<file path="src/hw/rtl/hdu_pkg.sv">
// shared types and constants for the half-duplex 8n1 uart
// no dependencies; used by the interfaces, the bit timer and the top level
package hdu_pkg;

	localparam int unsigned DataBits   = 8;
	localparam int unsigned TickBits   = 8;
	localparam int unsigned IndexBits  = 4;
	localparam logic [IndexBits-1:0] BitEvents = IndexBits'(9);
	localparam logic [TickBits-1:0]  BitTicksReset = TickBits'(13);

	typedef logic [DataBits-1:0] data_t;
	typedef logic [TickBits-1:0] tick_t;

	// control from the sequencer to the bit timer
	typedef struct packed {
		logic  step;      // count one tick
		logic  load;      // load a new delay, overrides step
		tick_t load_val;  // delay to load
	} timer_ctrl_t;

endpackage

</file>
<file path="src/hw/rtl/hdu_if.sv">
// valid/ready channel interfaces for the half-duplex 8n1 uart
// depends on hdu_pkg
interface hdu_cmd_if;
	logic                valid;
	logic                ready;
	logic                req_type;
	logic                rx_line;
	hdu_pkg::data_t      tx_byte;

	modport source (output valid, req_type, rx_line, tx_byte, input ready);
	modport sink   (input valid, req_type, rx_line, tx_byte, output ready);
endinterface

interface hdu_rsp_if;
	logic                valid;
	logic                ready;
	logic                tx_line;
	logic                rx_valid;
	hdu_pkg::data_t      rx_byte;
	logic                tx_busy;
	logic                rx_busy;

	modport source (output valid, tx_line, rx_valid, rx_byte, tx_busy, rx_busy, input ready);
	modport sink   (input valid, tx_line, rx_valid, rx_byte, tx_busy, rx_busy, output ready);
endinterface

interface hdu_cfg_if;
	logic                valid;
	logic                ready;
	hdu_pkg::tick_t      data;

	modport source (output valid, data, input ready);
	modport sink   (input valid, data, output ready);
endinterface

</file>
<file path="src/hw/rtl/half_duplex_uart_8n1.sv">
// top level of the half-duplex 8n1 uart: sequencer, shift registers, result register
// depends on hdu_pkg, hdu_if and hdu_bit_timer
//
// Each request on cmd is either one baud tick with a sample of the receive line
// (req_type 0) or a send request carrying a byte (req_type 1), and each request
// yields exactly one result on rsp holding the transmit line level, a one-shot
// received-byte flag with its byte, and the busy flags, all taken after the update.
// A request is taken every clock: the state is updated in the cycle it is accepted
// and the result lands in a one-deep output register, so cmd stays ready while a
// result waits as long as rsp takes it in the same cycle. When idle, a falling edge
// starts a receive sampled nine times, first bit_ticks - bit_ticks/2 ticks after the
// edge and then every bit_ticks ticks, LSB first, with no stop-bit check. A send
// request aborts any receive or restarts a transmit and shifts out a start bit and
// eight data bits; the line returns high on the ninth bit event. bit_ticks 0 acts as
// 256 for the bit period. Write bit_ticks on cfg only while no results are pending.
module half_duplex_uart_8n1 (
	input  logic    clk,
	input  logic    arst_n,
	hdu_cfg_if.sink cfg,
	hdu_cmd_if.sink cmd,
	hdu_rsp_if.source rsp
);
	import hdu_pkg::*;

	typedef enum logic [1:0] {
		MODE_IDLE,
		MODE_RX,
		MODE_TX
	} mode_t;

	mode_t             mode_q, mode_d;
	logic [IndexBits-1:0] index_q, index_d, index_inc;
	data_t             rx_shift_q, rx_shift_d, rx_next;
	data_t             tx_shift_q, tx_shift_d;
	logic              line_q, line_d;
	logic              last_rx_q;
	tick_t             bit_ticks_q;
	logic              rsp_valid_q;
	logic              rsp_rx_valid_q;
	data_t             rsp_rx_byte_q;
	logic              accept;
	logic              got_valid;
	data_t             got_byte;
	logic              bit_event;
	timer_ctrl_t       timer_ctrl;

	// configuration writes are always taken
	assign cfg.ready = 1'b1;

	always_ff @(posedge clk or negedge arst_n) begin
		if (!arst_n) begin
			bit_ticks_q <= BitTicksReset;
		end else if (cfg.valid) begin
			bit_ticks_q <= cfg.data;
		end
	end

	// take a request when the result register is empty or draining
	assign cmd.ready = !rsp_valid_q || rsp.ready;
	assign accept    = cmd.valid && cmd.ready;

	hdu_bit_timer u_timer (
		.clk       (clk),
		.arst_n    (arst_n),
		.ctrl      (timer_ctrl),
		.bit_ticks (bit_ticks_q),
		.bit_event (bit_event)
	);

	assign index_inc = index_q + IndexBits'(1);
	assign rx_next   = {cmd.rx_line, rx_shift_q[DataBits-1:1]};

	// next state for one request
	always_comb begin
		mode_d              = mode_q;
		index_d             = index_q;
		rx_shift_d          = rx_shift_q;
		tx_shift_d          = tx_shift_q;
		line_d              = line_q;
		got_valid           = 1'b0;
		got_byte            = '0;
		timer_ctrl.step     = 1'b0;
		timer_ctrl.load     = 1'b0;
		timer_ctrl.load_val = bit_ticks_q;
		if (cmd.req_type) begin
			// send request aborts a receive or restarts a transmit
			mode_d          = MODE_TX;
			tx_shift_d      = cmd.tx_byte;
			rx_shift_d      = '0;
			index_d         = '0;
			line_d          = 1'b0;
			timer_ctrl.load = 1'b1;
		end else begin
			unique case (mode_q)
				MODE_RX: begin
					timer_ctrl.step = 1'b1;
					if (bit_event) begin
						rx_shift_d = rx_next;
						index_d    = index_inc;
						if (index_inc >= BitEvents) begin
							got_valid  = 1'b1;
							got_byte   = rx_next;
							rx_shift_d = '0;
							index_d    = '0;
							mode_d     = MODE_IDLE;
						end
					end
				end
				MODE_TX: begin
					timer_ctrl.step = 1'b1;
					if (bit_event) begin
						line_d     = tx_shift_q[0];
						tx_shift_d = tx_shift_q >> 1;
						index_d    = index_inc;
						if (index_inc >= BitEvents) begin
							line_d     = 1'b1;
							tx_shift_d = '0;
							index_d    = '0;
							mode_d     = MODE_IDLE;
						end
					end
				end
				default: begin
					// idle: a falling edge starts a receive at mid bit
					if (last_rx_q && !cmd.rx_line) begin
						mode_d              = MODE_RX;
						index_d             = '0;
						rx_shift_d          = '0;
						timer_ctrl.load     = 1'b1;
						timer_ctrl.load_val = bit_ticks_q - (bit_ticks_q >> 1);
					end
				end
			endcase
		end
		if (!accept) begin
			timer_ctrl.step = 1'b0;
			timer_ctrl.load = 1'b0;
		end
	end

	// sequencer state and the result register
	always_ff @(posedge clk or negedge arst_n) begin
		if (!arst_n) begin
			mode_q         <= MODE_IDLE;
			index_q        <= '0;
			rx_shift_q     <= '0;
			tx_shift_q     <= '0;
			line_q         <= 1'b1;
			last_rx_q      <= 1'b1;
			rsp_valid_q    <= 1'b0;
			rsp_rx_valid_q <= 1'b0;
			rsp_rx_byte_q  <= '0;
		end else begin
			if (accept) begin
				mode_q         <= mode_d;
				index_q        <= index_d;
				rx_shift_q     <= rx_shift_d;
				tx_shift_q     <= tx_shift_d;
				line_q         <= line_d;
				rsp_rx_valid_q <= got_valid;
				rsp_rx_byte_q  <= got_byte;
				if (!cmd.req_type) begin
					last_rx_q <= cmd.rx_line;
				end
			end
			if (accept) begin
				rsp_valid_q <= 1'b1;
			end else if (rsp.ready) begin
				rsp_valid_q <= 1'b0;
			end
		end
	end

	// busy flags and line level follow the committed state
	assign rsp.valid    = rsp_valid_q;
	assign rsp.tx_line  = line_q;
	assign rsp.rx_valid = rsp_rx_valid_q;
	assign rsp.rx_byte  = rsp_rx_byte_q;
	assign rsp.tx_busy  = (mode_q == MODE_TX);
	assign rsp.rx_busy  = (mode_q == MODE_RX);

	// a completed byte always ends the receive
	assert property (@(posedge clk) disable iff (!arst_n)
		rsp.valid && rsp.rx_valid |-> !rsp.rx_busy && !rsp.tx_busy)
		else $error("received byte reported while still busy");

	// a send request drives the start bit in its own result
	assert property (@(posedge clk) disable iff (!arst_n)
		accept && cmd.req_type |=> rsp.valid && rsp.tx_busy && !rsp.tx_line)
		else $error("send request did not start a transmit");

	// the transmit line is high whenever no transmit runs
	assert property (@(posedge clk) disable iff (!arst_n)
		rsp.valid && !rsp.tx_busy |-> rsp.tx_line)
		else $error("transmit line low while not transmitting");

	// without an accepted request the committed state stays unchanged
	assert property (@(posedge clk) disable iff (!arst_n)
		!accept |=> $stable(mode_q) && $stable(index_q) && $stable(line_q))
		else $error("state changed without an accepted request");

endmodule

</file>
<file path="src/hw/rtl/hdu_bit_timer.sv">
// bit timer: down counter modulo 256 that flags a bit event when the next step would reach zero
// depends on hdu_pkg
module hdu_bit_timer (
	input  logic                 clk,
	input  logic                 arst_n,
	input  hdu_pkg::timer_ctrl_t ctrl,
	input  hdu_pkg::tick_t       bit_ticks,
	output logic                 bit_event
);
	import hdu_pkg::*;

	tick_t count_q;
	tick_t count_dec;

	// decrement and zero detect, a bit event when the next step reaches zero
	assign count_dec = count_q - tick_t'(1);
	assign bit_event = (count_dec == '0);

	// counter, reloaded with the bit width on each event
	always_ff @(posedge clk or negedge arst_n) begin
		if (!arst_n) begin
			count_q <= '0;
		end else if (ctrl.load) begin
			count_q <= ctrl.load_val;
		end else if (ctrl.step) begin
			count_q <= (count_dec == '0) ? bit_ticks : count_dec;
		end
	end

endmodule

</file>
<file path="src/flat_wrapper.sv">
// flat-port wrapper written by rule: the top's interface ports become plain ports
module half_duplex_uart_8n1_flat import hdu_pkg::*;
  (clk, arst_n, cfg_valid, cfg_data, cfg_ready, cmd_valid, cmd_req_type, cmd_rx_line, cmd_tx_byte, cmd_ready, rsp_valid, rsp_tx_line, rsp_rx_valid, rsp_rx_byte, rsp_tx_busy, rsp_rx_busy, rsp_ready);
  hdu_cfg_if cfg_i ();
  hdu_cmd_if cmd_i ();
  hdu_rsp_if rsp_i ();
  input  logic clk;
  input  logic arst_n;
  input wire logic [$bits(cfg_i.valid)-1:0] cfg_valid;
  input wire logic [$bits(cfg_i.data)-1:0] cfg_data;
  output wire logic [$bits(cfg_i.ready)-1:0] cfg_ready;
  input wire logic [$bits(cmd_i.valid)-1:0] cmd_valid;
  input wire logic [$bits(cmd_i.req_type)-1:0] cmd_req_type;
  input wire logic [$bits(cmd_i.rx_line)-1:0] cmd_rx_line;
  input wire logic [$bits(cmd_i.tx_byte)-1:0] cmd_tx_byte;
  output wire logic [$bits(cmd_i.ready)-1:0] cmd_ready;
  output wire logic [$bits(rsp_i.valid)-1:0] rsp_valid;
  output wire logic [$bits(rsp_i.tx_line)-1:0] rsp_tx_line;
  output wire logic [$bits(rsp_i.rx_valid)-1:0] rsp_rx_valid;
  output wire logic [$bits(rsp_i.rx_byte)-1:0] rsp_rx_byte;
  output wire logic [$bits(rsp_i.tx_busy)-1:0] rsp_tx_busy;
  output wire logic [$bits(rsp_i.rx_busy)-1:0] rsp_rx_busy;
  input wire logic [$bits(rsp_i.ready)-1:0] rsp_ready;
  assign cfg_i.valid = cfg_valid;
  assign cfg_i.data = cfg_data;
  assign cfg_ready = cfg_i.ready;
  assign cmd_i.valid = cmd_valid;
  assign cmd_i.req_type = cmd_req_type;
  assign cmd_i.rx_line = cmd_rx_line;
  assign cmd_i.tx_byte = cmd_tx_byte;
  assign cmd_ready = cmd_i.ready;
  assign rsp_valid = rsp_i.valid;
  assign rsp_tx_line = rsp_i.tx_line;
  assign rsp_rx_valid = rsp_i.rx_valid;
  assign rsp_rx_byte = rsp_i.rx_byte;
  assign rsp_tx_busy = rsp_i.tx_busy;
  assign rsp_rx_busy = rsp_i.rx_busy;
  assign rsp_i.ready = rsp_ready;
  half_duplex_uart_8n1 u_core (.clk(clk), .arst_n(arst_n), .cfg(cfg_i), .cmd(cmd_i), .rsp(rsp_i));
endmodule
</file>
<file path="config.mk">
export PLATFORM = sky130hd
export DESIGN_NAME = half_duplex_uart_8n1_flat
export DESIGN_NICKNAME = d
export VERILOG_FILES = /design/src/hw/rtl/hdu_pkg.sv /design/src/hw/rtl/hdu_if.sv /design/src/hw/rtl/half_duplex_uart_8n1.sv /design/src/hw/rtl/hdu_bit_timer.sv /design/src/flat_wrapper.sv
export SDC_FILE = /design/constraint.sdc
export NUM_CORES = 1
export LEC_CHECK = 0
export ABC_AREA = 1
export BUFFER_PORTS_ARGS = -buffer_cell sky130_fd_sc_hd__buf_2
export CAP_MARGIN = 15
export CELL_PAD_IN_SITES_DETAIL_PLACEMENT = 1
export CELL_PAD_IN_SITES_GLOBAL_PLACEMENT = 2
export CORE_UTILIZATION = 25
export DETAILED_ROUTE_END_ITERATION = 7
export PLACE_DENSITY = 0.65
export SLEW_MARGIN = 10
export SYNTH_ARGS = -nofsm -noshare
export SYNTH_HDL_FRONTEND = slang
export SYNTH_SLANG_ARGS = --single-unit
</file>
<file path="constraint.sdc">
create_clock -name clk -period 2.8 [get_ports clk]
set_input_delay 0.14 -clock clk [delete_from_list [all_inputs] [get_ports clk]]
set_output_delay 0.14 -clock clk [all_outputs]
set_load 0.1 [all_outputs]
</file>
==> After elaboration in Yosys (flattened, before gate mapping) <==
Cells that the tools add are included.
{ "word_totals": {"reg_bits": 50, "latch_bits": 0, "ramBits": 0, "rom_bits": 0, "inputBits": 23, "output_inout_bits": 15, "word_cells": 83, "n_memories": 0} }
{ "op_classes": {"n_addsub": 3, "multipliers": 0, "div_mod_pow": 0, "n_lt_le_gt_ge": 1, "eq_ne": 6, "shifts": 0, "n_mux": 43, "n_bitwise": 1, "reduce_logical": 18} }
{ "op_table": {"columns": ["op", "count"], "rows": [
  ["8-bit two-way mux", 15],
  ["4-bit two-way mux", 5],
  ["9-bit two-way mux", 2],
  ["8-bit case mux with 2 select lines", 1],
  ["1-bit two-way mux", 13],
  ["2-bit two-way mux", 6],
  ["8-bit zero test", 1],
  ["4-bit AND reduction", 2],
  ["2-bit nonzero test", 4],
  ["8-bit by 1-bit subtractor with 8-bit output (second input constant)", 1],
  ["8-bit by 7-bit subtractor with 8-bit output", 1],
  ["7-bit two-way mux", 1],
  ["3-bit by 1-bit inequality test with 1-bit output (second input constant)", 2],
  ["3-bit AND reduction", 2],
  ["3-bit nonzero test", 2],
  ["4-bit by 1-bit adder with 4-bit output (second input constant)", 1],
  ["4-bit >= comparator (second input constant)", 1],
  ["3-bit by 2-bit inequality test with 1-bit output (second input constant)", 1],
  ["2-bit by 1-bit equality test with 1-bit output (second input constant)", 1],
  ["2-bit equality test (second input constant)", 1],
  ["1-bit logical AND", 2],
  ["1-bit zero test", 2],
  ["2-bit inequality test (second input constant)", 1],
  ["2-bit AND reduction", 1],
  ["3 further kinds", 3]
]} }

==> Longest topological paths before layout <==
Gate-level depths: netlist (run 1).
{ "depth": {"word_depth": 8, "depth_mapped": 13, "mapped_depth_nobuf": 13} }

==> Hierarchy <==
Synthesis (run 1) repeated with hierarchy kept, for this count alone.
{ "hier_totals": {"hier_cells": 425, "area_unflattened_um2": 3211.8} }
{ "by_module_without_submodules": {"columns": ["module", "n_inst", "cells_per_inst", "area_per_inst_um2", "seq_area_each_um2"], "rows": [
  ["half_duplex_uart_8n1", 1, 309, 2473.6, 1032.2],
  ["hdu_bit_timer", 1, 116, 738.2, 200.2]
]} }

==> Worst setup path before layout (run 1) <==
No wires, ideal clock.
{ "synth_path": {"kind": "flip-flop to flip-flop", "start": "register u_core.rsp_valid_q, in the netlist u_core.rsp.valid", "end": "register u_core.u_timer.count_q[3]", "setup_ns": 0.122, "arrival_ns": 2.923, "required_ns": 2.678, "setup_slack_ns": -0.245, "stages_incl_launch_ff": 9, "path_buffers": 1, "synth_period_minus_slack_ns": 3.045, "path_cell_list": "dfrtp_1 > nand2_1 > nand2_1 > inv_1 > nand2_1 > clkbuf_1 > a21oi_1 > a21oi_1 > a21oi_1"} }
{ "synth_between": {"elab_chain_len": 5, "word_cells_on_any_way": 6, "classes_between": "mux: 2; reduce/logical: 4"} }
{ "synth_rtl": {"columns": ["item", "line_no", "text"], "rows": [
  ["start, declared", "half_duplex_uart_8n1.sv:38", "logic rsp_valid_q;"],
  ["start signal, assigned", "half_duplex_uart_8n1.sv:150", "rsp_valid_q <= 1'b0;"],
  ["start signal, assigned", "half_duplex_uart_8n1.sv:167", "rsp_valid_q <= 1'b1;"],
  ["start signal, assigned", "half_duplex_uart_8n1.sv:169", "rsp_valid_q <= 1'b0;"],
  ["1-bit zero test (*)", "half_duplex_uart_8n1.sv:59", "assign cmd.ready = !rsp_valid_q || rsp.ready;"],
  ["1-bit logical OR (*)", "half_duplex_uart_8n1.sv:59", null],
  ["via cmd_ready", "flat_wrapper.sv:16", "output wire logic [$bits(cmd_i.ready)-1:0] cmd_ready;"],
  ["1-bit logical AND (*)", "half_duplex_uart_8n1.sv:60", "assign accept = cmd.valid && cmd.ready;"],
  ["2-bit two-way mux (*)", "half_duplex_uart_8n1.sv:135", "if (!accept) begin"],
  ["8-bit two-way mux / 2-bit nonzero test (equally long branches)", null, null],
  ["end signal, assigned", "hdu_bit_timer.sv:24", "count_q <= ctrl.load_val;"],
  ["end signal, assigned", "hdu_bit_timer.sv:26", "count_q <= (count_dec == '0) ? bit_ticks : count_dec;"],
  ["end, declared", "hdu_bit_timer.sv:12", "tick_t count_q;"]
]} }
The timed path passes the listed nets; every way through them passes the cells marked *.
A chain may end at the register's enable or synchronous reset.

==> Worst setup path in the final report (run 1) <==
{ "layout_path": {"start": "register u_core.u_timer.count_q[0]", "end": "register u_core.rx_shift_q[6]"} }
{ "layout_between": {"elab_chain_len": 4} }
{ "layout_rtl": {"columns": ["item", "line_no", "text"], "rows": [
  ["8-bit by 1-bit subtractor with 8-bit output", "hdu_bit_timer.sv:16", "assign count_dec = count_q - tick_t'(1);"],
  ["8-bit zero test", "hdu_bit_timer.sv:17", "assign bit_event = (count_dec == '0);"],
  ["3-bit by 2-bit inequality test with 1-bit output (no line)", null, null],
  ["4-bit AND reduction (no line)", null, null],
  ["end signal, assigned", "half_duplex_uart_8n1.sv:157", "rx_shift_q <= rx_shift_d;"],
  ["end, declared", "half_duplex_uart_8n1.sv:33", "data_t rx_shift_q, rx_shift_d, rx_next;"]
]} }
No other way between the ends.

==> summary.txt, run 1 <==
Synthesis
  – Syn. warnings: 0
  – Post-Syn Nets: 450
  – Synthesized area per cell: 7.541 µm²
  – Count of unique library cells instantiated by Yosys: 37
  – Seq/Total Area, Yosys: 39.57%
  – Cells after Synth: 413
  – Mapped Area: 3114 µm²
  – Most used DFF post-synth: dfrtp_1
  – EDFF count, synth: 0
  – Register bit count reported by yosys: 49
  – Post-synth ARST share: 100.0%

Final layout
  – Synth-to-Final Area Change: 18.12%
  – Fillers: 1488
  – Commonest non-fill, non-tap cell in the layout: nand2_1
  – Cell Count, Final, Fillers Out: 623
  – Diode count: 0
  – Layout net count: 491
  – Commonest cells after routing, fill and taps aside: nand2_1, nand3_1, dfrtp_1
  – Area of the multi-input gates: 1668 µm²
  – Layout cell share with drive strength beyond 1: 19.56%
  – Register Area: 1232 µm²

Outcome
  – Status: finished, final reports clean

Floorplan
  – Core Box Area: 12060 µm²
  – Starting Density: 25.82%
  – # rows: 40
  – Die Height: 113.6 µm
  – Die area: 12910 µm²
  – I/O pin cnt: 38
  – Die X: 113.6 µm

Timing
  – Slew headroom: 59.58%
  – FMAX: 483.1 MHz
  – Final hold viol count: 0
  – Slew Limit Fails: 0
  – Worst Tran Pin Value: 0.6063 ns
  – Final setup fails: 0
  – RSZ-0062 raised after global routing: false
  – Final TNS setup: 0 ns
  – WHS: 0.04426 ns
  – Fin crit share: 73.93%
  – Final Critical Period: 2.070 ns
  – Clock skew: 0.006659 ns

Critical path
  – CP Capture Type: flip-flop
  – Critical Path Fanout Max: 8
  – Worst Path Class, Setup: reg -> reg
  – Critical Path Start Type: flip-flop
  – Required time worst endpoint: 2.99 ns
  – Arrival time of the worst setup path: 2.26 ns

Placement
  – Post-DP HPWL: 6328 µm
  – Final Wtd Congestion: 0.7384
  – # port buffers: 36
  – # placed instances: 614

Clock network
  – CTS tree: done
  – CTS clk-pin slew, worst paths: 0.07 ns
  – Clock insertion delay at the later pin of the skew report: 0.30 ns
  – Post-CTS setup repair buffer count: 0
  – Clk root buf: clkbuf_16
  – H-Tree Depth: 2
  – Num CTS Buffers: 5
  – Clk sinks: 49
  – Clock buffer depth: 2
  – Post_cts resized: 0

Power and ir drop
  – Max VDD drop: 680.3 µV
  – Design Power: 2.762 mW
  – Pleak: 1.832 nW
  – Cell Pwr Density: 750.8 nW/µm²

Drt
  – Number of remaining DRC errors: 0
  – Vias/cell: 4.414
  – Initial DRC Count: 73
  – Via count: 2750
  – Avg WL per Cell: 13.42 µm
  – Pre-antenna DRT Iters: 4
  – DRT Wirelength: 8363 µm
  – Final ANT Viol Nets: 0

GRT
  – GRT Total Usage: 14.48%
  – Gr ovfl total: 0
  – Largest net degree at the start of global routing: 28
  – First-pass GRT wire length: 14630 µm
  – Initial antenna violation count: 0
  – Vias in the first global route: 2907

Worst hold path
  – Min-Delay Path Class: in -> reg

Run
  – MaxCap Viol Count: 0
-- cells by family after synthesis --
kind of cell | share of synthesized area, %
other cells | 0.1204
flops | 39.57
mux | 0.3616
fa+ha+maj | 5.866
buf+inv | 6.951
xor+xnor | 1.406
simple gates | 35.60
compound gates | 10.13
-- synthesized netlist by cell type (5+ instances only) --
cell type / number / share of area, %
a21oi_1: 18 / 2.9
clkbuf_1: 6 / 0.72
dfrtp_1: 44 / 35
dfstp_2: 5 / 4.2
ha_1: 13 / 5.2
inv_1: 42 / 5.1
inv_2: 5 / 0.60
nand2_1: 126 / 15
nand2_2: 10 / 2.0
nand3_1: 47 / 7.6
nor2_1: 28 / 3.4
o21ai_0: 17 / 2.7
o21ai_1: 14 / 2.2
-- metrics by stage --
stage | utilization (%) | cell area [µm²] | worst slack, ns
final | 30.50 | 3679 | 0.7299
after global routing | 30.50 | 3679 | 0.4890
after CTS | 30.50 | 3679 | 0.6988
after detailed placement | 29.12 | 3512 | 0.7036
after global placement | 29.12 | 3512 | 0.7029
after floorplan | - | 3117 | 0.1162
-- final timing paths --
kind                                      startpoint               endpoint  slack (ns)  cells past startpoint
max in group asynchronous                     arst_n    u_core.rsp.rx_valid        1.64                      3
hold / removal                           cfg_data[7]  u_core.bit_ticks_q[7]        0.04                      3
setup / recovery           u_core.u_timer.count_q[0]   u_core.rx_shift_q[6]        0.73                     13
hold reg to reg                 u_core.rx_shift_q[7]   u_core.rx_shift_q[7]        0.48                      2
min in group asynchronous                     arst_n  u_core.bit_ticks_q[7]        0.36                      2
setup reg to reg           u_core.u_timer.count_q[0]   u_core.rx_shift_q[6]        0.73                     13
-- metal layers --
layer  wire [µm]  GRT usage [%]  up-vias
li1            -              -     1413
met1        3954          18.57     1311
met2        4131          24.51       21
met3         201          3.666        5
met4          76          3.158        0
met5           0              0        -
-- sequential cells by signal, indices dropped and copies added, names as in the netlist --
signal / flops
u_core.bit_ticks_q: 8
u_core.index_q: 4
u_core.last_rx_q: 1
u_core.mode_q: 2
u_core.rsp.rx_byte: 8
u_core.rsp.rx_valid: 1
u_core.rsp.tx_line: 1
u_core.rsp.valid: 1
u_core.rx_shift_q: 7
u_core.tx_shift_q: 8
u_core.u_timer.count_q: 8
-- worst max-delay path: stages, from the launching register on --
cell	delay, ns
dfrtp_1	0.40
inv_2	0.12
ha_1	0.23
nand2_2	0.09
nor2_2	0.12
nand2_1	0.08
nand2_2	0.08
nand2_4	0.07
nor2_8	0.23
nand2_8	0.13
nand3_4	0.13
nand2_2	0.13
nand2_1	0.11
nand2_1	0.05
-- timing repair --
| item | CTS | global route |
|---|---|---|
| hold endpoints to repair | 17 | 0 |
| hold buffers | 1 | 0 |
| endpoints found under the setup margin | 0 | 0 |
-- power breakdown --
part	leakage [nW]	switching (mW)	internal [mW]
logic	1.13	0.792	0.358
clock network	0.0775	0.290	0.361
registers	0.621	0.125	0.836
-- final cells by class --
cell class                 count  area share [%]
timing repair buffer          43           6.395
inverter                      47           4.796
multi-input combinational    308           45.34
clock buffer                   6           3.776
clock inverter                 2          0.4762
sequential                    49           33.50
tap                          168           5.714
(Power assumes the default switching activity.)
==> run 2: changes to the inputs <==
==> constraint.sdc (replaced) <==
create_clock -name clk -period 2.05 [get_ports clk]
set_input_delay 0.1025 -clock clk [delete_from_list [all_inputs] [get_ports clk]]
set_output_delay 0.1025 -clock clk [all_outputs]
set_load 0.1 [all_outputs]
==> summary.txt, run 2 (synthesis results as in run 1) <==
Outcome
  – Status: finished, final reports clean

Floorplan
  – I/O pin cnt: 38 (unchanged)
  – Die area: 12910 µm² (unchanged)
  – Die X: 113.6 µm (unchanged)
  – # rows: 40 (unchanged)
  – Core Box Area: 12060 µm² (unchanged)
  – Die Height: 113.6 µm (unchanged)
  – Starting Density: 25.82% (unchanged)

Final layout
  – Area of the multi-input gates: 1694 µm² (+1.6%)
  – Diode count: 0 (unchanged)
  – Layout cell share with drive strength beyond 1: 23.52% (+4.0 points)
  – Fillers: 1501 (+0.87%)
  – Cell Count, Final, Fillers Out: 640 (+2.7%)
  – Commonest non-fill, non-tap cell in the layout: nand2_1
  – Commonest cells after routing, fill and taps aside: nand2_1, nand3_1, dfrtp_1
  – Synth-to-Final Area Change: 23.46%
  – Layout net count: 508 (+3.5%)
  – Register Area: 1236 µm² (+0.31%)

Critical path
  – CP most frequent cell: nand2_1
  – Critical Path Start Type: flip-flop
  – CP Capture Type: flip-flop
  – FF-to-FF setup slack: 0.17 ns (-0.56 ns)
  – Cell count along the critical path: 12 (-1)
  – R2r startpoint: u_core.u_timer.count_q[0]
  – Worst Path Class, Setup: reg -> reg
  – Arrival time of the worst setup path: 2.12 ns (-0.14 ns)
  – Slowest CP cell: dfrtp_1
  – Critical Path Fanout Max: 8 (unchanged)
  – CP startpoint: u_core.u_timer.count_q[0]
  – Worst Path Buf+Inv: 2 (+1)
  – Reg-to-Reg End: u_core.tx_shift_q[5]
  – FF-to-FF path depth: 12 (-1)
  – Worst Setup EP: u_core.tx_shift_q[5]
  – Crit-path cells: inv_2 > ha_2 > inv_1 > nand2_1 > nand2_2 > nor2_4 > nand3_4 > nor2_8 > nand2_8 > o21ai_4 > nand3_1 > nand2_1
  – CP delay by family, top: simple AND/OR/NAND/NOR gates
  – CP max stage delay: 0.41 ns (about the same)
  – Required time worst endpoint: 2.30 ns (-0.69 ns)

Clock network
  – H-Tree Depth: 2 (unchanged)
  – Clock insertion delay at the later pin of the skew report: 0.31 ns (about the same)
  – Num CTS Buffers: 5 (unchanged)
  – Clk sinks: 49 (unchanged)
  – CTS tree: done
  – CTS clk-pin slew, worst paths: 0.07 ns (about the same)
  – Clk root buf: clkbuf_16
  – Clock buffer depth: 2 (unchanged)

Drt
  – Vias/cell: 4.492 (+1.8%)
  – DRT Wirelength: 9041 µm (+8.1%)
  – Initial DRC Count: 93 (+27%)
  – Avg WL per Cell: 14.13 µm (+5.2%)
  – Via count: 2875 (+4.5%)
  – Pre-antenna DRT Iters: 4 (unchanged)
  – Final ANT Viol Nets: 0 (unchanged)
  – Number of remaining DRC errors: 0 (unchanged)

Timing
  – Slew Limit Fails: 0 (unchanged)
  – Clock skew: 0.004028 ns (-0.002631 ns)
  – FMAX: 533.1 MHz (+10%)
  – Final Critical Period: 1.876 ns (-0.1943 ns)
  – Fin crit share: 91.50% (+18 points)
  – Final hold viol count: 0 (unchanged)
  – RSZ-0062 raised after global routing: false
  – Final setup fails: 0 (unchanged)
  – Final TNS setup: 0 ns (unchanged)

Placement
  – Post-DP HPWL: 6570 µm (+3.8%)
  – # placed instances: 624 (+1.6%)
  – Final Wtd Congestion: 0.7720 (+4.6%)
  – # port buffers: 36 (unchanged)

Power and ir drop
  – Cell Pwr Density: 1035 nW/µm² (+38%)
  – Pleak: 1.917 nW (+4.7%)
  – Max VDD drop: 503.5 µV (-26%)
  – Design Power: 3.980 mW (+44%)

GRT
  – First-pass GRT wire length: 15380 µm (+5.1%)
  – Largest net degree at the start of global routing: 50 (+79%)
  – Initial antenna violation count: 0 (unchanged)
  – Vias in the first global route: 3004 (+3.3%)
  – GRT Total Usage: 15.38% (+0.89 points)
  – Gr ovfl total: 0 (unchanged)

Worst hold path
  – Min-Delay Path Class: in -> reg
  – Hold_sp: cfg_data[5]

Run
  – MaxCap Viol Count: 0 (unchanged)
-- run 2: where the power goes --
group	internal (mW)	total, mW	switching (mW)	leakage, nW
clock	0.461	0.893	0.432	0.0704
sequential	1.14	1.31	0.168	0.621
combinational	0.614	1.78	1.16	1.23
total	2.22	3.98	1.76	1.92
-- run 2: cell type report --
| type | count | area share, % |
|---|---|---|
| multi-input combinational | 308 | 44.06 |
| clock inverter | 3 | 0.6508 |
| clock buffer | 5 | 3.254 |
| sequential | 49 | 32.15 |
| inverter | 47 | 4.588 |
| timing repair buffer | 60 | 9.828 |
| tap | 168 | 5.467 |
-- run 2: how the worst min path moves through the flow --
stage,endpoint,depth (start not counted)
3_3_place_gp,u_core.bit_ticks_q[6],2
5_1_grt,u_core.bit_ticks_q[3],3
2_1_floorplan,u_core.bit_ticks_q[1],0
3_5_place_dp,u_core.bit_ticks_q[5],2
6_report,u_core.bit_ticks_q[5],3
4_1_cts,u_core.bit_ticks_q[3],3
-- run 2: worst register-to-register path, cell delays in order (launching register included) --
cell,delay (ns)
dfrtp_1,0.41
inv_2,0.10
ha_2,0.20
inv_1,0.04
nand2_1,0.06
nand2_2,0.09
nor2_4,0.11
nand3_4,0.09
nor2_8,0.16
nand2_8,0.11
o21ai_4,0.27
nand3_1,0.10
nand2_1,0.07
-- run 2: through the flow --
stage | hold WS (ns) | utilization, % | cell area (µm²) | setup WS [ns]
2_1_floorplan | -0.1931 | - | 3131 | 0.07686
3_3_place_gp | 0.1273 | 29.96 | 3613 | 0.1177
3_5_place_dp | 0.1248 | 29.96 | 3613 | 0.06431
4_1_cts | 0.004876 | 31.37 | 3784 | 0.04674
5_1_grt | 0.004173 | 31.88 | 3845 | 0.004614
6_report | 0.006871 | 31.88 | 3845 | 0.1742
-- run 2: repair_timing --
action                                  in CTS  in global routing
buffers inserted                             0                  6
resized for setup                            0                  4
hold buffers                                 2                  0
endpoints found under the hold margin       45                  0
endpoints found under the setup margin       0                 24
-- run 2: metal layers --
layer  track usage [%]  vias up  share of wire (%)  routed length (µm)
li1                  -     1441                  -                   -
met1             21.56     1393                 51                4582
met2             24.27       33                 46                4127
met3             2.285        8                2.4                 217
met4             4.912        0                1.2                 113
met5                 0        -                  0                   0
==> run 3: changes to the inputs <==
--- a/config.mk
+++ b/config.mk
@@ -10,6 +10,7 @@
 export CAP_MARGIN = 15
 export CELL_PAD_IN_SITES_DETAIL_PLACEMENT = 1
 export CELL_PAD_IN_SITES_GLOBAL_PLACEMENT = 2
+export CORE_ASPECT_RATIO = 0.8
 export CORE_UTILIZATION = 25
 export DETAILED_ROUTE_END_ITERATION = 7
 export PLACE_DENSITY = 0.65
==> summary.txt, run 3 (synthesis results as in run 1) <==
Placement
  – # port buffers: 36 (unchanged)
  – Final Wtd Congestion: 0.7520 (-2.6%)
  – # placed instances: 611 (-2.1%)
  – Post-DP HPWL: 6564 µm (about the same)
  – Pre-CTS setup slack: -0.02440 ns (-0.08871 ns)

Outcome
  – Status: finished, final reports clean

Drt
  – Initial DRC Count: 77 (-17%)
  – Via count: 2803 (-2.5%)
  – Final ANT Viol Nets: 0 (unchanged)
  – Number of remaining DRC errors: 0 (unchanged)
  – DRT Wirelength: 8623 µm (-4.6%)
  – Vias/cell: 4.478 (-0.32%)
  – Avg WL per Cell: 13.77 µm (-2.5%)
  – Pre-antenna DRT Iters: 4 (unchanged)

Timing
  – Final hold viol count: 0 (unchanged)
  – Fin crit share: 93.12% (+1.6 points)
  – Min setup slack post-route: 0.1411 ns (-0.03312 ns)
  – RSZ-0062 raised after global routing: false
  – Final setup fails: 0 (unchanged)
  – Clock skew: 0.003670 ns (-0.0003576 ns)
  – FMAX: 523.9 MHz (-1.7%)
  – Final Critical Period: 1.909 ns (+0.03312 ns)
  – Slew Limit Fails: 0 (unchanged)

Floorplan
  – Die area: 12910 µm² (about the same)
  – Core Box Area: 12160 µm² (+0.83%)
  – Die X: 126.8 µm (+12%)
  – Die Height: 101.8 µm (-10%)
  – I/O pin cnt: 38 (unchanged)
  – Starting Density: 25.61% (-0.21 points)
  – # rows: 36 (-10%)

Power and ir drop
  – Pint: 2.253 mW (+1.6%)
  – Seq pwr share: 32.6% (-0.3 points)
  – Cell Pwr Density: 1038 nW/µm² (+0.32%)
  – Pleak: 1.921 nW (+0.20%)
  – Sw Pwr: 1.736 mW (-1.5%)
  – Clock power frac: 21.3% (-1.1 points)
  – Max VDD drop: 613.2 µV (+22%)
  – Combinational power share: 46.1% (+1.4 points)
  – Net Sw Frac: 43.53% (-0.77 points)

Final layout
  – Diode count: 0 (unchanged)
  – Layout cell share with drive strength beyond 1: 23.84% (+0.32 points)
  – Fillers: 1520 (+1.3%)
  – Commonest cells after routing, fill and taps aside: nand2_1, nand3_1, dfrtp_1
  – Commonest non-fill, non-tap cell in the layout: nand2_1
  – Cell Count, Final, Fillers Out: 626 (-2.2%)
  – Synth-to-Final Area Change: 23.34% (about the same)
  – Layout net count: 510 (+0.39%)

Critical path
  – Critical Path Start Type: flip-flop
  – Worst Path Class, Setup: reg -> reg
  – CP Capture Type: flip-flop
  – Arrival time of the worst setup path: 2.15 ns (+0.03 ns)
  – Required time worst endpoint: 2.29 ns (about the same)
  – Critical Path Fanout Max: 3 (-5)
  – FF-to-FF setup slack: 0.14 ns (-0.03 ns)

Clock network
  – Clock buffer depth: 2 (unchanged)
  – H-Tree Depth: 2 (unchanged)
  – Clk sinks: 49 (unchanged)
  – Num CTS Buffers: 5 (unchanged)
  – Clk root buf: clkbuf_16
  – CTS tree: done
  – Clock insertion delay at the later pin of the skew report: 0.30 ns (about the same)
  – CTS clk-pin slew, worst paths: 0.07 ns (about the same)

GRT
  – First-pass GRT wire length: 14260 µm (-7.3%)
  – Largest net degree at the start of global routing: 29 (-42%)
  – Gr ovfl total: 0 (unchanged)
  – Vias in the first global route: 2817 (-6.2%)
  – GRT Total Usage: 14.27% (-1.1 points)
  – Initial antenna violation count: 0 (unchanged)

Run
  – MaxCap Viol Count: 0 (unchanged)

Worst hold path
  – Min-Delay Path Class: in -> reg
-- run 3: changes by cell type in the layout (fill, tap and decap cells not counted), sizes merged --
| cell | delta |
|---|---|
| buf | +3 |
| clkinvlp | +2 |
| clkinv | -1 |
| dlygate4sd3 | -1 |
| inv | -1 |
-- run 3: critical path: stages, from the launching register on --
cell     delay (ns)
dfstp_2        0.54
inv_1          0.06
buf_4          0.14
ha_1           0.27
nand3_1        0.11
nand3_2        0.12
nand2_1        0.11
nand2_1        0.05
nand2_1        0.06
nand3_1        0.08
a21oi_1        0.15
nand2_1        0.08
nand2_1        0.06
-- run 3: power by group through the flow --
stage          logic (mW)  clock network (mW)  registers (mW)
2_1_floorplan        1.26                   0            1.31
3_3_place_gp         1.71                   0            1.31
3_5_place_dp         1.73                   0            1.32
4_1_cts              1.76               0.892            1.30
5_1_grt              2.05               0.917            1.32
6_report             1.84               0.849            1.30
-- run 3: final cells by class --
cell class              instances  area [µm²]  area share, %
clock inverters                 3       22.52         0.5863
well taps                     152       190.2          4.951
inverters                      47       176.4          4.593
multi-input cells             308        1700          44.27
clock buffers                   5       125.1          3.257
flip-flops and latches         49        1236          32.18
repair buffers                 62       390.4          10.16
-- run 3: final timing paths --
kind | to | depth (start not counted) | start
max | u_core.u_timer.count_q[5] | 12 | u_core.bit_ticks_q[2]
min | u_core.bit_ticks_q[3] | 3 | cfg_data[3]
max reg2reg | u_core.u_timer.count_q[5] | 12 | u_core.bit_ticks_q[2]
min reg2reg | u_core.rsp.rx_valid | 2 | u_core.rsp.rx_valid
max in group asynchronous | u_core.bit_ticks_q[0] | 3 | arst_n
min in group asynchronous | u_core.rsp.rx_byte[2] | 2 | arst_n
-- run 3: stage by stage --
| step | hold WS [ns] | power, mW | cell area [µm²] | utilization, % | TNS (ns) |
|---|---|---|---|---|---|
| final | 0.02299 | 3.989 | 3841 | 31.58 | 0 |
| after global routing | 0.02291 | 4.289 | 3841 | 31.58 | 0 |
| after CTS | 0.01056 | 3.953 | 3779 | 31.07 | 0 |
| after detailed placement | -0.06527 | 3.050 | 3603 | 29.63 | -0.2155 |
| after global placement | -0.07014 | 3.018 | 3603 | 29.63 | 0 |
| after floorplan | -0.1931 | 2.571 | 3131 | - | 0 |
-- run 3: layer usage --
| layer | track usage, % | wire length (µm) | up-vias |
|---|---|---|---|
| li1 | - | - | 1444 |
| met2 | 21.63 | 3711 | 24 |
| met5 | 0 | 0 | - |
| met3 | 2.513 | 153 | 5 |
| met1 | 20.92 | 4690 | 1330 |
| met4 | 3.755 | 68 | 0 |
-- run 3: timing repair --
action	CTS	global route
setup endpoints to repair	16	27
pin swaps	2	2
setup buffers	2	4
resized for setup	1	3
endpoints found under the hold margin	44	0
hold buffers	1	0
